## src/sv/cbm_pkg.sv

```systemverilog
// Shared types and address map constants for the dual-window cartridge bank mapper.
// No dependencies; imported by every other file of the block.
`timescale 1ns / 1ps

package cbm_pkg;

  localparam int AddrW    = 16;
  localparam int DataW    = 8;
  localparam int BankW    = 8;
  localparam int MemAddrW = 21;

  typedef enum logic [1:0] {
    TGT_NONE = 2'd0,
    TGT_ROM  = 2'd1,
    TGT_RAM  = 2'd2
  } target_t;

  localparam logic [AddrW-1:0] MaskQuarter  = 16'hc000;
  localparam logic [AddrW-1:0] MaskEighth   = 16'he000;
  localparam logic [AddrW-1:0] MaskSixteen  = 16'hf000;
  localparam logic [AddrW-1:0] MaskCtrlFine = 16'hfc00;
  localparam logic [AddrW-1:0] MaskCtrlRom  = 16'hf800;

  localparam logic [AddrW-1:0] CtrlRamEnable = 16'h0000;
  localparam logic [AddrW-1:0] CtrlRamLow    = 16'h0400;
  localparam logic [AddrW-1:0] CtrlRamHigh   = 16'h0800;
  localparam logic [AddrW-1:0] CtrlRomLow    = 16'h2000;
  localparam logic [AddrW-1:0] CtrlRomHigh   = 16'h3000;

  localparam logic [AddrW-1:0] BaseFixedRom = 16'h0000;
  localparam logic [AddrW-1:0] BaseRomLow   = 16'h4000;
  localparam logic [AddrW-1:0] BaseRomHigh  = 16'h6000;
  localparam logic [AddrW-1:0] BaseRamLow   = 16'ha000;
  localparam logic [AddrW-1:0] BaseRamHigh  = 16'hb000;

  localparam logic [3:0] RamEnableKey = 4'ha;

  // Current contents of the bank registers.
  typedef struct packed {
    logic [BankW-1:0] rom_low;
    logic [BankW-1:0] rom_high;
    logic             ram_enabled;
    logic [BankW-1:0] ram_low;
    logic [BankW-1:0] ram_high;
  } cbm_banks_t;

  // Register update requested by a control write.
  typedef struct packed {
    logic             ram_enable_we;
    logic             ram_enable_val;
    logic             ram_low_we;
    logic             ram_high_we;
    logic             rom_low_we;
    logic             rom_high_we;
    logic [DataW-1:0] data;
  } cbm_reg_write_t;

endpackage

```

## src/sv/cbm_bank_regs.sv

```systemverilog
// Bank and RAM enable registers of the cartridge mapper.
// Depends on cbm_pkg for the register and update structs.
`timescale 1ns / 1ps

module cbm_bank_regs
  import cbm_pkg::*;
(
  input  logic           clk,
  input  logic           rst,
  input  logic           update,
  input  cbm_reg_write_t wr,
  output cbm_banks_t     banks
);

  always_ff @(posedge clk) begin
    if (rst) begin
      banks <= '0;
    end else if (update) begin
      if (wr.ram_enable_we) banks.ram_enabled <= wr.ram_enable_val;
      if (wr.ram_low_we)    banks.ram_low     <= wr.data;
      if (wr.ram_high_we)   banks.ram_high    <= wr.data;
      if (wr.rom_low_we)    banks.rom_low     <= wr.data;
      if (wr.rom_high_we)   banks.rom_high    <= wr.data;
    end
  end

endmodule

```

## src/sv/cbm_decode.sv

```systemverilog
// Combinational address decode and bank translation for one bus access.
// Depends on cbm_pkg for the address map, target codes and structs.
`timescale 1ns / 1ps

module cbm_decode
  import cbm_pkg::*;
(
  input  logic                operation,
  input  logic [AddrW-1:0]    address,
  input  logic [DataW-1:0]    write_data,
  input  cbm_banks_t          banks,
  output target_t             target,
  output logic [MemAddrW-1:0] mem_address,
  output logic                mem_write,
  output logic [DataW-1:0]    mem_data,
  output cbm_reg_write_t      wr
);

  logic in_ram_low;
  logic in_ram_high;

  assign in_ram_low  = ((address & MaskSixteen) == BaseRamLow) && banks.ram_enabled;
  assign in_ram_high = ((address & MaskSixteen) == BaseRamHigh) && banks.ram_enabled;

  always_comb begin
    target         = TGT_NONE;
    mem_address    = '0;
    mem_write      = 1'b0;
    mem_data       = '0;
    wr             = '0;
    wr.data        = write_data;
    wr.ram_enable_val = (write_data[3:0] == RamEnableKey);

    if (operation) begin
      // Control ranges take priority and never reach memory.
      if ((address & MaskCtrlFine) == CtrlRamEnable) begin
        wr.ram_enable_we = 1'b1;
      end else if ((address & MaskCtrlFine) == CtrlRamLow) begin
        wr.ram_low_we = 1'b1;
      end else if ((address & MaskCtrlFine) == CtrlRamHigh) begin
        wr.ram_high_we = 1'b1;
      end else if ((address & MaskCtrlRom) == CtrlRomLow) begin
        wr.rom_low_we = 1'b1;
      end else if ((address & MaskCtrlRom) == CtrlRomHigh) begin
        wr.rom_high_we = 1'b1;
      end else if (in_ram_low) begin
        target      = TGT_RAM;
        mem_address = {1'b0, banks.ram_low, address[11:0]};
        mem_write   = 1'b1;
        mem_data    = write_data;
      end else if (in_ram_high) begin
        target      = TGT_RAM;
        mem_address = {1'b0, banks.ram_high, address[11:0]};
        mem_write   = 1'b1;
        mem_data    = write_data;
      end
    end else begin
      if ((address & MaskQuarter) == BaseFixedRom) begin
        target      = TGT_ROM;
        mem_address = {7'd0, address[13:0]};
      end else if ((address & MaskEighth) == BaseRomLow) begin
        target      = TGT_ROM;
        mem_address = {banks.rom_low, address[12:0]};
      end else if ((address & MaskEighth) == BaseRomHigh) begin
        target      = TGT_ROM;
        mem_address = {banks.rom_high, address[12:0]};
      end else if (in_ram_low) begin
        target      = TGT_RAM;
        mem_address = {1'b0, banks.ram_low, address[11:0]};
      end else if (in_ram_high) begin
        target      = TGT_RAM;
        mem_address = {1'b0, banks.ram_high, address[11:0]};
      end
    end
  end

endmodule

```

## src/sv/cartridge_bank_mapper_dual_window.sv

```systemverilog
// Dual-window cartridge bank mapper: one bus access in, one translated request out.
// The input register loads at acceptance; decode and bank lookup feed the result register
// when the input register advances, which a stalled output holds off. Throughput is one
// transaction per cycle unless the output stalls; bank registers update on the edge that
// registers the control write's result. Synchronous active-high reset clears the bank
// registers, RAM enable and both stages. Depends on cbm_pkg, cbm_bank_regs and cbm_decode.
`timescale 1ns / 1ps

module cartridge_bank_mapper_dual_window
  import cbm_pkg::*;
(
  input  logic                clk,
  input  logic                rst,
  input  logic                in_valid,
  output logic                in_ready,
  input  logic                operation,
  input  logic [AddrW-1:0]    address,
  input  logic [DataW-1:0]    write_data,
  output logic                out_valid,
  input  logic                out_ready,
  output logic [1:0]          target,
  output logic [MemAddrW-1:0] mem_address,
  output logic                mem_write,
  output logic [DataW-1:0]    mem_data
);

  logic             s1_valid;
  logic             s1_operation;
  logic [AddrW-1:0] s1_address;
  logic [DataW-1:0] s1_write_data;
  logic             advance;

  cbm_banks_t          banks;
  cbm_reg_write_t      wr;
  target_t             dec_target;
  logic [MemAddrW-1:0] dec_mem_address;
  logic                dec_mem_write;
  logic [DataW-1:0]    dec_mem_data;

  assign advance  = s1_valid && (!out_valid || out_ready);
  assign in_ready = !s1_valid || advance;

  always_ff @(posedge clk) begin
    if (rst) begin
      s1_valid <= 1'b0;
    end else if (in_ready) begin
      s1_valid <= in_valid;
    end
    if (in_valid && in_ready) begin
      s1_operation  <= operation;
      s1_address    <= address;
      s1_write_data <= write_data;
    end
  end

  cbm_decode u_decode (
    .operation   (s1_operation),
    .address     (s1_address),
    .write_data  (s1_write_data),
    .banks       (banks),
    .target      (dec_target),
    .mem_address (dec_mem_address),
    .mem_write   (dec_mem_write),
    .mem_data    (dec_mem_data),
    .wr          (wr)
  );

  cbm_bank_regs u_bank_regs (
    .clk    (clk),
    .rst    (rst),
    .update (advance),
    .wr     (wr),
    .banks  (banks)
  );

  always_ff @(posedge clk) begin
    if (rst) begin
      out_valid <= 1'b0;
    end else if (advance) begin
      out_valid <= 1'b1;
    end else if (out_ready) begin
      out_valid <= 1'b0;
    end
    if (advance) begin
      target      <= dec_target;
      mem_address <= dec_mem_address;
      mem_write   <= dec_mem_write;
      mem_data    <= dec_mem_data;
    end
  end

`ifndef ASSERT_OFF
  // A result with no target carries an all-zero request.
  a_none_is_zero: assert property (@(posedge clk) disable iff (rst)
    (out_valid && target == TGT_NONE) |-> (mem_address == '0 && !mem_write && mem_data == '0))
    else $error("untargeted result carries a nonzero request");

  // Only RAM accesses may write memory.
  a_write_only_ram: assert property (@(posedge clk) disable iff (rst)
    (out_valid && mem_write) |-> (target == TGT_RAM))
    else $error("memory write on a non-RAM target");

  // An item held in the input register is never dropped while the output stalls.
  a_s1_holds: assert property (@(posedge clk) disable iff (rst)
    (s1_valid && !advance) |=> (s1_valid && $stable(s1_address) && $stable(s1_operation)))
    else $error("input register lost a stalled transaction");

  // Bank registers only change when a transaction moves into the result register.
  a_banks_change_on_advance: assert property (@(posedge clk) disable iff (rst)
    (!advance) |=> $stable(banks))
    else $error("bank registers changed without a transaction");
`endif

endmodule

```

## config.mk

```make
export PLATFORM = sky130hd
export DESIGN_NAME = cartridge_bank_mapper_dual_window
export DESIGN_NICKNAME = d
export VERILOG_FILES = /design/src/sv/cbm_pkg.sv /design/src/sv/cbm_bank_regs.sv /design/src/sv/cbm_decode.sv /design/src/sv/cartridge_bank_mapper_dual_window.sv
export SDC_FILE = /design/constraint.sdc
export NUM_CORES = 1
export LEC_CHECK = 0
export ABC_CLOCK_PERIOD_IN_PS = 2100
export BUFFER_PORTS_ARGS = -buffer_cell sky130_fd_sc_hd__buf_2
export CAP_MARGIN = 10
export CORE_UTILIZATION = 50
export DETAILED_ROUTE_END_ITERATION = 10
export GPL_TIMING_DRIVEN = 1
export PLACE_DENSITY = 0.7
export SLEW_MARGIN = 10
export SYNTH_ARGS = -nofsm -noshare
export SYNTH_HDL_FRONTEND = slang
export SYNTH_SLANG_ARGS = --single-unit
```

## constraint.sdc

```tcl
create_clock -name clk -period 2.1 [get_ports clk]
set_input_delay 0.105 -clock clk [delete_from_list [all_inputs] [get_ports clk]]
set_output_delay 0.105 -clock clk [all_outputs]
set_load 0.02 [all_outputs]
```

Word-level counts from Yosys, hierarchy flattened
Cells that the tools add are included.
{"block": "totals", "output_inout_bits": 34, "wordCells": 80, "reg_bits": 92}
{"block": "op_classes", "bitwise": 1, "reduce_logical": 17, "n_eq_ne": 9, "muxes": 39}
{"op": "$mux W21", "n": 10}
{"op": "$logic_not A16 Y1", "n": 2}
{"op": "$mux W2", "n": 12}
{"op": "$mux W20", "n": 1}
{"op": "$mux W8", "n": 2}
{"op": "$eq A4 B4 Y1 const B", "n": 3}
{"op": "$mux W1", "n": 11}
{"op": "$eq A5 B3 Y1 const B", "n": 2}
{"op": "$reduce_and A2 Y1", "n": 5}
{"op": "$mux W4", "n": 2}
{"op": "$eq A3 B2 Y1 const B", "n": 2}
{"op": "$eq A6 B1 Y1 const B", "n": 1}
{"op": "$eq A6 B2 Y1 const B", "n": 1}
{"op": "$reduce_or A6 Y1", "n": 1}
{"op": "$logic_and A1 B1 Y1", "n": 4}
{"op": "$mux W3", "n": 1}
{"op": "$logic_not A1 Y1", "n": 2}
{"op": "$logic_or A1 B1 Y1", "n": 2}
{"op": "$reduce_bool A2 Y1", "n": 1}
{"op": "$not A1 Y1", "n": 1}

Logic depth before layout (Yosys ltp)
Gate-level depths: netlist of the first run.
{"block": "logic_depth", "depth_word": 10, "mapped_depth": 5}

By module
Synthesis of the first run repeated with hierarchy kept, for this count alone.
{"block": "unflattened", "cells_unflattened": 272, "hier_area_um2": 3789.9}
{"module": "cartridge_bank_mapper_dual_window", "seq_area_each_um2": 1751.7, "area_per_inst_um2": 1815.5, "n_inst": 1, "cells_per_inst": 67}
{"module": "cbm_bank_regs", "seq_area_each_um2": 660.6, "area_per_inst_um2": 1338.8, "n_inst": 1, "cells_per_inst": 121}
{"module": "cbm_decode", "seq_area_each_um2": 0.0, "area_per_inst_um2": 635.6, "n_inst": 1, "cells_per_inst": 84}

Worst setup path after synthesis of the first run
Ideal clock, no wire load.
{"block": "synth_timing", "kind": "reg2reg", "startpoint": "register out_valid", "endpoint": "register s1_address[0] (enable)", "arrival_time_ns": 1.491, "setup_slack_ns": 0.225, "path_stages_with_launch": 5, "t_required_ns": 1.716, "synth_period_minus_slack_ns": 1.875, "n_path_buf": 1, "cell_sequence": "dfxtp_1 nand2b_1 buf_2 or2_2 and2_1"}
{"block": "synth_between", "elab_chain_cells": 5}
{"element": "from (decl)", "line_no": "cartridge_bank_mapper_dual_window.sv:19", "source": "output logic out_valid,"}
{"element": "from (signal assigned)", "line_no": "cartridge_bank_mapper_dual_window.sv:78", "source": "out_valid <= 1'b0;"}
{"element": "from (signal assigned)", "line_no": "cartridge_bank_mapper_dual_window.sv:80", "source": "out_valid <= 1'b1;"}
{"element": "from (signal assigned)", "line_no": "cartridge_bank_mapper_dual_window.sv:82", "source": "out_valid <= 1'b0;"}
{"element": "$logic_not A1 Y1", "line_no": "cartridge_bank_mapper_dual_window.sv:40", "source": "assign advance = s1_valid && (!out_valid || out_ready);"}
{"element": "$logic_or A1 B1 Y1", "line_no": "cartridge_bank_mapper_dual_window.sv:40"}
{"element": "$logic_and A1 B1 Y1", "line_no": "cartridge_bank_mapper_dual_window.sv:40"}
{"element": "$logic_or A1 B1 Y1", "line_no": "cartridge_bank_mapper_dual_window.sv:41", "source": "assign in_ready = !s1_valid || advance;"}
{"element": "via in_ready", "line_no": "cartridge_bank_mapper_dual_window.sv:15", "source": "output logic in_ready,"}
{"element": "$logic_and A1 B1 Y1", "line_no": "cartridge_bank_mapper_dual_window.sv:49", "source": "if (in_valid && in_ready) begin"}
{"element": "to (signal assigned)", "line_no": "cartridge_bank_mapper_dual_window.sv:51", "source": "s1_address <= address;"}
{"element": "to (decl)", "line_no": "cartridge_bank_mapper_dual_window.sv:29", "source": "logic [AddrW-1:0] s1_address;"}
The timed path passes the listed nets, and every way through them passes these cells.
A chain may end at the register's enable or synchronous reset.

Final worst setup path of the first run
{"block": "layout_timing", "startpoint": "register s1_address[14]", "endpoint": "register mem_address[7] (data pin)"}
{"block": "layout_between", "elab_chain_cells": 10}
{"element": "$eq A4 B4 Y1", "line_no": "cbm_decode.sv:23", "source": "assign in_ram_high = ((address & MaskSixteen) == BaseRamHigh) && banks.ram_enabled;"}
{"element": "$logic_and A1 B1 Y1", "line_no": "cbm_decode.sv:23"}
{"element": "$mux W20", "line_no": "cbm_decode.sv:51, cbm_decode.sv:70"}
{"element": "$mux W21", "line_no": "cbm_decode.sv:46, cbm_decode.sv:67"}
{"element": "$mux W21", "line_no": "cbm_decode.sv:44", "source": "end else if ((address & MaskCtrlRom) == CtrlRomHigh) begin"}
{"element": "$mux W21", "line_no": "cbm_decode.sv:42", "source": "end else if ((address & MaskCtrlRom) == CtrlRomLow) begin"}
{"element": "$mux W21", "line_no": "cbm_decode.sv:40", "source": "end else if ((address & MaskCtrlFine) == CtrlRamHigh) begin"}
{"element": "$mux W21", "line_no": "cbm_decode.sv:38", "source": "end else if ((address & MaskCtrlFine) == CtrlRamLow) begin"}
{"element": "$mux W21", "line_no": "cbm_decode.sv:36", "source": "if ((address & MaskCtrlFine) == CtrlRamEnable) begin"}
{"element": "$mux W21 *", "line_no": "cbm_decode.sv:34", "source": "if (operation) begin"}
{"element": "via dec_mem_address[7]", "line_no": "cartridge_bank_mapper_dual_window.sv:36", "source": "logic [MemAddrW-1:0] dec_mem_address;"}
{"element": "to (signal assigned)", "line_no": "cartridge_bank_mapper_dual_window.sv:86", "source": "mem_address <= dec_mem_address;"}
{"element": "to (decl)", "line_no": "cartridge_bank_mapper_dual_window.sv:22", "source": "output logic [MemAddrW-1:0] mem_address,"}
Mark *: on every way through the listed nets, which the timed path passes. The rest lies on a longest branch.

==> impl_metrics.ini, run 1 <==
[yosys]
synth_mux_area_frac = 0.133
synth_xor_area_frac = 0
yosysUniqueCellTypes = 28
synth-compound-area-share = 0.0190
yosysWarnings = 0
avgSynthCellArea_sq_um = 14.4
synth-simple-area-share = 0.163
ys_seq_area_frac = 0.668
async_flop_share = 0
syn_area_sq_um = 3610
synth_top_family_by_area = simple AND/OR/NAND/NOR gates
ys_seq_elements = 92
syn-instance-count = 251
synth_edf_count = 57
synth-adder-area-share = 0
ys.flop_type = edfxtp_1
syn-num-nets = 280

[power]
peakVddDrop_v = 0.000409
p_leak_nw = 1.98
p_per_area_nw_per_um2 = 768
power.total_mw = 3.47

[worst_setup_path]
rrSetupSlack_ns = 0.28
cp.arrival_ns = 1.91
cp.required_ns = 2.19
ff2ff_path_depth = 4
worst_setup_path_start_kind = flop
criticalPathCategory = reg -> reg
worstPathMaxFanout = 12
end_kind = flop

[drt]
viasPerCell = 4.96
wl_mm = 6.86
drt_iter0_markers = 131
drt-pass1-iter-count = 4
via_count = 2211
wl_per_cell_microns = 15.4
ant_nets = 0
drc = 0

[sta]
finalClockSkew_ns = 0.00885
post-route-min-period_ns = 1.82
finalSetupViolations = 0
hold_viol = 0
rsz0062_at_grt = false
finalCritPeriodShare = 0.867
tns_ns = 0
relSlewSlack = 0.437
max_slew.worst_pin.slew_ns = 0.841
slew_viol_final = 0
fmax_mhz = 549

[floorplanning]
die_h_microns = 87.0
start_util = 0.526
pin_count = 63
core_area_sq_um = 6870
rows = 30
die-area_sq_um = 7570
die_x_microns = 87.0

[worst_hold_path]
hold_path.class = in -> reg
hold_depth = 3

[global_route]
grt_max_degree = 44
antenna_found_initial = 0
grtUsageMet2 = 0.333
groute.usage.overall = 0.200
grt_pass1_vias = 2200
grt.busiest_layer = met2
grt_pass1_wl_mm = 10.9
grtUsageMet1 = 0.244
grt-ovfl-total = 0
grt_use_met3 = 0.0493

[layout]
final_layout_size_suffix_gt1_frac = 0.263
finish.instance_area_sq_um = 4510
nNetsFinal = 374
synthToLayoutAreaGrowth_pct = 24.8
antenna-diode-count = 0

[cts]
clk_path_buf_depth = 2
cts_sinks = 92
cts_root_buf = clkbuf_8
insertion_delay_ns = 0.36
path_clk_slew_ns = 0.09
numCtsBuffers = 9
cts_tree = built
htreeDepth = 3
cts-resized-gates = 0

[place]
dpl.hpwl_mm = 4.29
dpl-instance-area_sq_um = 4050
numPortBuffers = 62
gp_congestion = 0.795

[run]
maxCapViolations = 0

[run_status]
status = finished, final reports clean
sequential cells by signal, summed over array words and instances, names as in the netlist:
name / count
mem_address: 21
out_valid: 1
u_bank_regs.banks: 33
mem_write: 1
s1_operation: 1
s1_write_data: 8
s1_address: 16
target: 2
s1_valid: 1
mem_data: 8
cell families (layout without fill, tap and decap cells):
family	count (synthesis)	in the layout
AO/OA/AOI/OAI	12	12
buffers and inverters	14	113
flip-flops	92	92
multiplexers	48	48
AND/OR/NAND/NOR	85	85
worst max-delay path, cell delays in order, from the launching register on:
cell and delay (ns):
edfxtp_1 0.51, nand4b_2 0.20, inv_1 0.06, nor2_1 0.65, nor2b_1 0.14
layer usage:
layer / vias to the layer above / wire (microns)
met4: 0 / 166
met5: - / 0
met3: 14 / 208
met1: 1054 / 3020
li1: 1089 / -
met2: 54 / 3460
worst paths after layout:
| check | startpoint | to |
|---|---|---|
| worst max-delay path | s1_address[14] | mem_address[7] |
| worst min-delay path | out_ready | out_valid |
| worst max register to register | s1_address[14] | mem_address[7] |
| worst min register to register | u_bank_regs.banks[2] | u_bank_regs.banks[2] |
cells in the mapped netlist, types with 2 or more instances:
cell | instances | area, sq um
clkbuf_1 | 5 | 18.8
and3_1 | 8 | 50.1
nand2_1 | 2 | 7.51
nor2_1 | 3 | 11.3
inv_1 | 3 | 11.3
a21oi_1 | 4 | 20.0
nand2b_1 | 41 | 257
edfxtp_1 | 57 | 1710
o22ai_1 | 7 | 43.8
and2_1 | 4 | 25.0
buf_2 | 4 | 20.0
nor2b_1 | 13 | 81.3
dfxtp_1 | 35 | 701
mux2i_1 | 48 | 480
nand4_2 | 4 | 50.1
power by group:
group          leakage (nW)  total (mW)  switching (mW)  internal (mW)
registers             0.826        2.01          0.0299           1.98
clock network         0.101        1.20           0.637          0.566
logic                  1.05       0.253           0.137          0.116
total                  1.98        3.47           0.803           2.66
layout by cell type (no fill, tap or decap), types with 2 or more instances in the layout:
cell           count
nor2_1             3
a21oi_1            4
and3_1             8
buf_2             62
and2_1             4
edfxtp_1          57
mux2i_1           48
clkbuf_8           9
o22ai_1            7
nor2b_1           13
dfxtp_1           35
nand2b_1          41
dlygate4sd3_1     26
nand4_2            4
nand2_1            2
buf_4              5
inv_1              3
inv_6              2
what timing repair did:
| action | CTS | global route |
|---|---|---|
| buffers inserted | 0 | 0 |
| endpoints found under the hold margin | 26 | 0 |
| hold buffers | 26 | 0 |
metrics by stage:
stage / cells / hold slack, ns / utilization / setup WS, ns
finish: 446 / 0.268 / 0.656 / 0.279
global route: 446 / 0.314 / 0.656 / 0.114
CTS: 446 / 0.260 / 0.656 / 0.325
detailed placement: 404 / 0.283 / 0.590 / 0.331
global placement: 404 / 0.282 / 0.590 / 0.366
floorplan: 251 / 0.204 / - / 0.225
layout make-up:
cell class | instances | area [sq um]
clock inverter | 6 | 71.3
inverter | 3 | 11.3
timing repair buffer | 94 | 628
fill | 512 | 2360
clock buffer | 10 | 128
tap | 96 | 120
sequential | 92 | 2410
multi-input combinational | 145 | 1140
Power figures use the tool's default switching activity.
==> run 2: changes to the inputs <==
--- a/config.mk
+++ b/config.mk
@@ -12,7 +12,9 @@
 export DETAILED_ROUTE_END_ITERATION = 10
 export GPL_TIMING_DRIVEN = 1
 export PLACE_DENSITY = 0.7
+export SKIP_LAST_GASP = 1
 export SLEW_MARGIN = 10
 export SYNTH_ARGS = -nofsm -noshare
 export SYNTH_HDL_FRONTEND = slang
+export SYNTH_HIERARCHICAL = 1
 export SYNTH_SLANG_ARGS = --single-unit
==> run 2 against run 1 <==
  * Wire length is 3.5% higher
  * Combinational power is 3% higher
  * Worst hold slack worse by 0.22 ns
  * Register-to-register slack worse by 0.07 ns
  * Global-route usage is 0.095 points lower
  * First-iteration DRC count is 21% higher
  * Clock skew is 0.0028 ns higher
  * Non-clock buffer count is 2 lower
  * Setup slack worse by 0.072 ns
  * Critical path type unchanged
  * Largest power group unchanged
  * Highest routed layer unchanged
==> impl_metrics.ini, run 2 <==
[sta]
finalSetupViolations = 0
relSlewSlack = 0.630
fin_ws_ns = 0.207
max_slew.worst_pin.slew_ns = 0.555
rsz0062_at_grt = false
tns_ns = 0
fmax_mhz = 528
post-route-min-period_ns = 1.89
slew_viol_final = 0
finalClockSkew_ns = 0.0116
finalCritPeriodShare = 0.901
hold_viol = 0

[yosys]
syn-num-nets = 301
yosysUniqueCellTypes = 40
synth_top_area_share = 0.452
ys.flop_type = edfxtp_1
synth_edf_count = 57
synth_commonest_cells = edfxtp_1, nand2b_1, mux2i_1, dfxtp_1, nor2b_2
synth_largest_area_cell = edfxtp_1
ys_top_cells_by_area = edfxtp_1, dfxtp_1, mux2i_1
avgSynthCellArea_sq_um = 13.9
yosysWarnings = 6
syn_area_sq_um = 3790
syn-instance-count = 272
yosysMostFrequentCell = edfxtp_1
ys_seq_area_frac = 0.637
async_flop_share = 0
ys_seq_elements = 92

[cts]
cts_sinks = 92
post_cts_buffers = 0
hold_buffers = 26
insertion_delay_ns = 0.36
cts_tree = built
htreeDepth = 3
cts_root_buf = clkbuf_8
numCtsBuffers = 9
cts-resized-gates = 0
clk_path_buf_depth = 2
path_clk_slew_ns = 0.10

[worst_setup_path]
criticalPathCategory = reg -> reg
worst_setup_path_start_kind = flop
end_kind = flop
worstPathMaxFanout = 8
cp.arrival_ns = 2.13
cp.required_ns = 2.34

[floorplanning]
die-area_sq_um = 7930
rows = 31
die_x_microns = 89.1
core_area_sq_um = 7290
start_util = 0.520
die_h_microns = 89.1
pin_count = 63

[power]
p_leak_nw = 1.91
peakVddDrop_v = 0.000576
p_per_area_nw_per_um2 = 761

[place]
dpl.hpwl_mm = 4.52
pre_cts_ws_ns = 0.264
gp_congestion = 0.790
numPortBuffers = 62

[layout]
layout_common_cells = buf_2, edfxtp_1, nand2b_1
reg_top3 = u_bank_regs/banks x33, mem_address x21, s1_address x16
largest_register_ffs = 33
final_layout_size_suffix_gt1_frac = 0.303
nNetsFinal = 384
synthToLayoutAreaGrowth_pct = 20.3
antenna-diode-count = 0
nFillCells = 592
regMostFlops = u_bank_regs/banks
final_common_cell = buf_2

[global_route]
groute.usage.overall = 0.199
antenna_found_initial = 0
grt_pass1_wl_mm = 11.3
grt_pass1_vias = 2352
grt_max_degree = 44
grt-ovfl-total = 0

[drt]
wl_per_cell_microns = 15.5
drc = 0
drt-pass1-iter-count = 4
ant_nets = 0
wl_mm = 7.10
via_count = 2322
viasPerCell = 5.06
drt_iter0_markers = 159

[run_status]
status = finished, final reports clean

[run]
maxCapViolations = 0

[worst_hold_path]
hold_path.class = in -> reg
[run 2: report_power, final]
group / internal (mW) / switching (mW)
clock network: 0.559 / 0.645
registers: 1.98 / 0.0278
logic: 0.117 / 0.143
[run 2: per-stage QoR]
step	utilization	area [sq um]	std cells	total power [mW]	hold slack [ns]
floorplan	-	3790	272	2.20	0.167
global placement	0.562	4100	417	2.27	0.281
detailed placement	0.562	4100	417	2.27	0.283
CTS	0.625	4560	459	3.48	0.0333
global route	0.625	4560	459	3.58	0.0587
finish	0.625	4560	459	3.47	0.0501
[run 2: final cells by class]
type	count	area [sq um]	area share
Clock inverter	7	75.1	0.0165
Tap cell	99	124	0.0272
Timing Repair Buffer	92	601	0.132
Multi-Input combinational cell	156	1210	0.265
Clock buffer	9	124	0.0272
Inverter	4	17.5	0.00384
Sequential cell	92	2410	0.529
[run 2: per-layer routing]
| layer | vias up | global-route usage | wire length [microns] |
|---|---|---|---|
| li1 | 1119 | - | - |
| met1 | 1112 | 0.248 | 3120 |
| met2 | 77 | 0.329 | 3420 |
| met3 | 14 | 0.0416 | 398 |
| met4 | 0 | 0.101 | 159 |
| met5 | - | 0 | 0 |
[run 2: logic make-up (layout without fill, tap and decap cells)]
logic type / count (synthesis) / count (layout) / share of synthesized area
AO/OA/AOI/OAI: 20 / 20 / 0.0327
multiplexers: 44 / 44 / 0.117
flip-flops: 92 / 92 / 0.637
buffers and inverters: 24 / 112 / 0.0449
AND/OR/NAND/NOR: 92 / 92 / 0.169
[run 2: worst max-delay path, stage by stage, from the launching register on]
cell	delay, ns
edfxtp_1	0.52
or3_4	0.43
nor4_1	0.38
nand2_2	0.26
mux2i_1	0.18
[run 2: worst paths after layout]
| kind | endpoint | cells past startpoint | slack [ns] | start |
|---|---|---|---|---|
| setup / recovery | u_bank_regs/banks[11] | 4 | 0.21 | s1_address[14] |
| hold / removal | out_valid | 3 | 0.05 | out_ready |
| setup reg to reg | u_bank_regs/banks[11] | 4 | 0.21 | s1_address[14] |
| hold reg to reg | u_bank_regs/banks[22] | 2 | 0.48 | u_bank_regs/banks[22] |
